### src/hdl/text_console_character_writer_core_assert.svh
// assertion macros for the text console writer core
// expects clk and arst_n in the scope of use
`ifndef TEXT_CONSOLE_CHARACTER_WRITER_CORE_ASSERT_SVH
`define TEXT_CONSOLE_CHARACTER_WRITER_CORE_ASSERT_SVH

// same-cycle implication
`define TCW_ASSERT(label, ante, cons) \
	label: assert property (@(posedge clk) disable iff (!arst_n) (ante) |-> (cons)) \
		else $error("tcw assertion failed");

// next-cycle implication
`define TCW_ASSERT_NEXT(label, ante, cons) \
	label: assert property (@(posedge clk) disable iff (!arst_n) (ante) |=> (cons)) \
		else $error("tcw assertion failed");

`endif

### src/hdl/tcw_pkg.sv
// shared types and constants for the text console writer core
// no dependencies
package tcw_pkg;

	localparam logic [7:0] CH_NEWLINE   = 8'h0A;
	localparam logic [7:0] CH_BACKSPACE = 8'h08;
	localparam logic [7:0] CH_SPACE     = 8'h20;
	localparam logic [7:0] CH_ERROR     = 8'h45;

	localparam logic [1:0] KIND_PUT   = 2'd0;
	localparam logic [1:0] KIND_READ  = 2'd1;
	localparam logic [1:0] KIND_CLEAR = 2'd2;

	localparam logic REG_NORMAL_COLOR = 1'b0;
	localparam logic REG_ERROR_COLOR  = 1'b1;

	localparam logic [7:0] NORMAL_COLOR_RESET = 8'd15;
	localparam logic [7:0] ERROR_COLOR_RESET  = 8'd79;

	typedef struct packed {
		logic [1:0] kind;
		logic [7:0] character;
		logic [7:0] attribute;
		logic       at_cursor;
		logic [7:0] column;
		logic [7:0] line;
	} in_item_t;

	typedef struct packed {
		logic [6:0] cursor_column;
		logic [4:0] cursor_line;
		logic [7:0] cell_character;
		logic [7:0] cell_attribute;
		logic       position_error;
		logic       scrolled;
	} out_item_t;

	// where a sweep starts; every sweep ends at the last cell
	typedef enum logic [1:0] {
		SW_ALL     = 2'd0,
		SW_SCROLL  = 2'd1,
		SW_LASTROW = 2'd2
	} sweep_kind_t;

	typedef struct packed {
		logic        start;
		sweep_kind_t kind;
	} sweep_req_t;

	typedef struct packed {
		logic active;
		logic last;
	} sweep_stat_t;

endpackage

### src/hdl/tcw_sweep.sv
// shared cell address counter for reset clear, clear, scroll and row fill
// depends on tcw_pkg
module tcw_sweep import tcw_pkg::*; #(
	parameter int COLUMNS = 80,
	parameter int CELLS = 2000,
	localparam int AW = (CELLS > 1) ? $clog2(CELLS) : 1
) (
	input  logic          clk,
	input  logic          arst_n,
	input  sweep_req_t    req,
	output logic [AW-1:0] addr,
	output sweep_stat_t   stat
);

	localparam logic [AW-1:0] LAST_CELL  = AW'(CELLS - 1);
	localparam logic [AW-1:0] ROW_STEP   = AW'(COLUMNS);
	localparam logic [AW-1:0] FILL_START = AW'(CELLS - COLUMNS);

	logic          active_q;
	logic [AW-1:0] cnt_q;

	// comes out of reset already sweeping the whole store
	always_ff @(posedge clk or negedge arst_n) begin
		if (!arst_n) begin
			active_q <= 1'b1;
			cnt_q    <= '0;
		end else if (req.start) begin
			active_q <= 1'b1;
			case (req.kind)
				SW_ALL:     cnt_q <= '0;
				SW_SCROLL:  cnt_q <= ROW_STEP;
				SW_LASTROW: cnt_q <= FILL_START;
				default:    cnt_q <= '0;
			endcase
		end else if (active_q) begin
			if (cnt_q == LAST_CELL) begin
				active_q <= 1'b0;
			end else begin
				cnt_q <= cnt_q + 1'b1;
			end
		end
	end

	assign addr        = cnt_q;
	assign stat.active = active_q;
	assign stat.last   = active_q && (cnt_q == LAST_CELL);

endmodule

### config.mk
export PLATFORM = sky130hd
export DESIGN_NAME = tcw_sweep
export DESIGN_NICKNAME = d
export VERILOG_FILES = /design/src/hdl/text_console_character_writer_core_assert.svh /design/src/hdl/tcw_pkg.sv /design/src/hdl/tcw_sweep.sv
export SDC_FILE = /design/constraint.sdc
export NUM_CORES = 1
export LEC_CHECK = 0
export ABC_AREA = 1
export BUFFER_PORTS_ARGS = -buffer_cell sky130_fd_sc_hd__clkbuf_2
export CORE_ASPECT_RATIO = 0.7
export CORE_MARGIN = 3
export CORE_UTILIZATION = 31
export DETAILED_ROUTE_END_ITERATION = 10
export HOLD_SLACK_MARGIN = 0.15
export PLACE_DENSITY = 0.57
export REMOVE_ABC_BUFFERS = 1
export SYNTH_ARGS = -nofsm -noshare
export SYNTH_HDL_FRONTEND = slang
export SYNTH_SLANG_ARGS = --single-unit
export TNS_END_PERCENT = 1
### constraint.sdc
create_clock -name clk -period 2.8 [get_ports clk]
set_input_delay 0.56 -clock clk [delete_from_list [all_inputs] [get_ports clk]]
set_output_delay 0.56 -clock clk [all_outputs]
set_load 0.005 [all_outputs]
[After elaboration in Yosys (flattened, before gate mapping)]
Index checks and enable logic that the tools add are counted.
Word-level totals
  register bits: 12
  word-level logic and storage cells: 17
  output and inout port bits: 13
Operators by class
  add/sub/neg operators: 1
  eq/ne operators: 4
  reductions and logical operators: 3
  mux-type cells: 7
Operators with widths (number)
  $mux 11: 3
  $pmux 11 s2: 1
  $add 11x1->11 const B: 1
  $eq 11x11->1 const B: 1
  $mux 1: 3
  $eq 2x1->1 const B: 1
  $eq 2x2->1 const B: 1
  $ne 2x2->1 const B: 1
  $reduce_and 2->1: 1
  $reduce_bool 2->1: 1
  $logic_and 1x1->1: 1

[Logic depth before layout (Yosys ltp)]
  depth in word-level cells: 4
  depth in mapped cells: 11

[Worst setup path before layout]
No wires, ideal clock.
  path type: register to output
  start: register cnt_q[0], in the netlist addr[0]
  end: output stat[0] in the netlist's numbering
  path buffers: 0
  slack: 1.196 ns
  data arrival time: 1.044 ns
  cell stages (with the launch flop): 8
  path through: dfrtp_1 > ha_1 > nand2_2 > inv_2 > nand2_2 > nor2_4 > nand2_2 > nor2_1
RTL lines
  start: declaration: line tcw_sweep.sv:20  | logic [AW-1:0] cnt_q;
  start signal: assignment: line tcw_sweep.sv:39  | cnt_q <= cnt_q + 1'b1;
  end: declaration: line tcw_sweep.sv:12  | output sweep_stat_t stat

==> impl_metrics.json <==
{
  "outcome": "completed",
  "p_per_area_mw_per_mm2": 427.3,
  "syn_area_um2": 835.8,
  "ant_nets": 0,
  "finalHoldViolCount": 0,
  "drt_first_pass_iters": 4,
  "slew_viol_final": 0,
  "cts_max_level": 1,
  "gp_congestion": 0.8068,
  "crit_path_end_kind": "output port",
  "finalCritPeriodShare_pct": 72.41,
  "netlist_top_cells_count": "nand2_1, nand3_1, nor2_1",
  "critPathLaunchType": "register",
  "drc_errors": 0,
  "vias_per_cell": 4.622,
  "cp_max_fo": 5,
  "fin_nets": 145,
  "max_freq_ghz": 0.4932,
  "overflow": 0,
  "clk_latency_ns": 0.24,
  "die_y_um": 49.45,
  "clkTransAtPathRegs_ns": 0.05,
  "synth_cells": 120,
  "synthToLayoutAreaGrowth_pct": 16.92,
  "utilization_pct": 38.86,
  "post-dp-hpwl_mm": 1.469,
  "hold_path.class": "in2async",
  "core_area_mm2": 0.002515,
  "layout_setup_ws_ns": 0.7726,
  "die_w_um": 68.06,
  "slew_headroom_pct": 79.06,
  "cts_sinks": 12,
  "ys_warn_count": 0,
  "drt_iter0_markers": 51,
  "max-cap-violations": 0,
  "rows": 15,
  "diodes": 0,
  "cts_resized": 0,
  "wl_per_cell_um": 11.37,
  "critPathRequiredTime_ns": 2.24,
  "ys_top_cells_by_area": "dfrtp_1, nand2_1, nand3_1",
  "ctsLongestPathBuffers": 2,
  "p_leak_uw": 0.0005498,
  "ys_seq_elements": 12,
  "cts_buffers": 3,
  "avgSynthCellArea_um2": 6.965,
  "setup-tns-final_ns": 0,
  "whs_ns": 0.1967,
  "fin_area_um2": 977.2,
  "yosys_most_used_dff": "dfrtp_1",
  "grt_max_degree": 13,
  "min_period_ns": 2.027,
  "setup_viol": 0,
  "num_vias": 795,
  "die-area_mm2": 0.003365,
  "grt_pass1_wl_mm": 3.339,
  "initial_core_util_pct": 33.23,
  "ir_worst_vdd_v": 0.0001956,
  "worst_slew_pin_slew_ns": 0.3140,
  "async_flop_share_pct": 100.0,
  "synth_edf_count": 0,
  "wl_mm": 1.956,
  "antenna_found_initial": 0,
  "arrival_ns": 1.47,
  "yosysMostFrequentCell": "nand2_1",
  "cts_hold_buf": 0,
  "fin_skew_ns": 0.002313,
  "grt_pass1_vias": 678,
  "cts_tree": "yes",
  "cts_setup_buffers": 0,
  "cts.root.buffer_cell": "clkbuf_8",
  "yosysTopAreaCell": "dfrtp_1",
  "gr-usage-all-layers_pct": 13.14,
  "ys_types": 22,
  "drive_gt1_share_pct": 23.91,
  "grt_setup_unrepaired": "false",
  "place_area_um2": 932.1,
  "port_buffers": 17,
  "place_ws_ns": 1.027,
  "io_pins": 18,
  "path_class": "reg2out",
  "yosys.area.top_type_share_pct": 32.93,
  "ys_seq_area_share_pct": 36.08
}
-- through the flow --
| step | instances | power [µW] |
|---|---|---|
| 2_1_floorplan | 116 | 226.3 |
| 3_3_place_gp | 168 | 252.4 |
| 3_5_place_dp | 168 | 254.0 |
| 4_1_cts | 172 | 425.9 |
| 5_1_grt | 172 | 440.4 |
| 6_report | 172 | 417.5 |
-- cell type report --
class | instances | area, µm²
Tap cell | 34 | 42.54
Timing Repair Buffer | 18 | 92.59
Inverter | 13 | 48.80
Sequential cell | 12 | 301.5
Clock buffer | 4 | 45.04
Multi-Input combinational cell | 91 | 446.7
Fill cell | 300 | 1538
-- worst max-delay path: stages, from the launching register on --
cell      delay, ns
dfrtp_1        0.41
ha_1           0.21
nand2_2        0.08
inv_2          0.07
nand2_2        0.06
nor2_4         0.10
nand2_2        0.08
nor2_1         0.10
clkbuf_2       0.12
-- cells in the final DEF, fill, tap and decap left out --
master,n
o211ai_1,1
inv_1,11
clkbuf_1,1
ha_1,1
o21ai_1,1
dfstp_2,1
clkbuf_8,3
inv_2,2
nand3b_1,1
o21bai_1,1
dfrtp_1,11
xor2_1,2
nand3_1,21
nor2_1,12
buf_4,1
nand2_2,4
nand2_8,1
nor3_1,1
nand2_4,1
clkbuf_2,17
nor2_2,2
nor2_4,1
nand2_1,41
-- routing by layer --
metal	vias up	track usage (%)	part of all wire (%)	wire length, µm
li1	410	-	-	-
met1	368	20.57	53	1030
met2	17	17.12	42	827
met3	0	4.839	5.0	98
met4	0	1.980	0	0
met5	-	0	0	0
-- power by group --
group	internal [µW]	total, µW	switching, µW
Sequential	184	200	16.1
Clock	101	167	66.7
Combinational	20.7	50.4	29.7
Total	305	418	113
-- logic make-up (layout without fill, tap and decap cells) --
group,after synthesis,count (layout),share of synthesized area [%]
adders and majority gates,1,1,1.497
buffers and inverters,17,35,10.48
xor gates and xnor gates,2,2,2.096
and+or+nand+nor,85,85,47.45
AOI/OAI and AO/OA,3,3,2.395
DFF,12,12,36.08
-- registers in the layout, summed over array words and instances (netlist names) --
name	flops
active_q	1
addr	11
-- path summary, 6_finish.rpt --
path                       startpoint  endpoint  slack [ns]  cells past startpoint
min in group clk              addr[1]   addr[1]        0.59                      2
max reg2reg                   addr[0]   addr[6]        1.19                     11
min                            arst_n   addr[9]        0.20                      1
max                           addr[0]   stat[0]        0.77                      8
max in group asynchronous      arst_n  active_q        2.32                      1
min reg2reg                   addr[1]   addr[1]        0.59                      2
No activity file was read; power rests on OpenSTA's default activity.
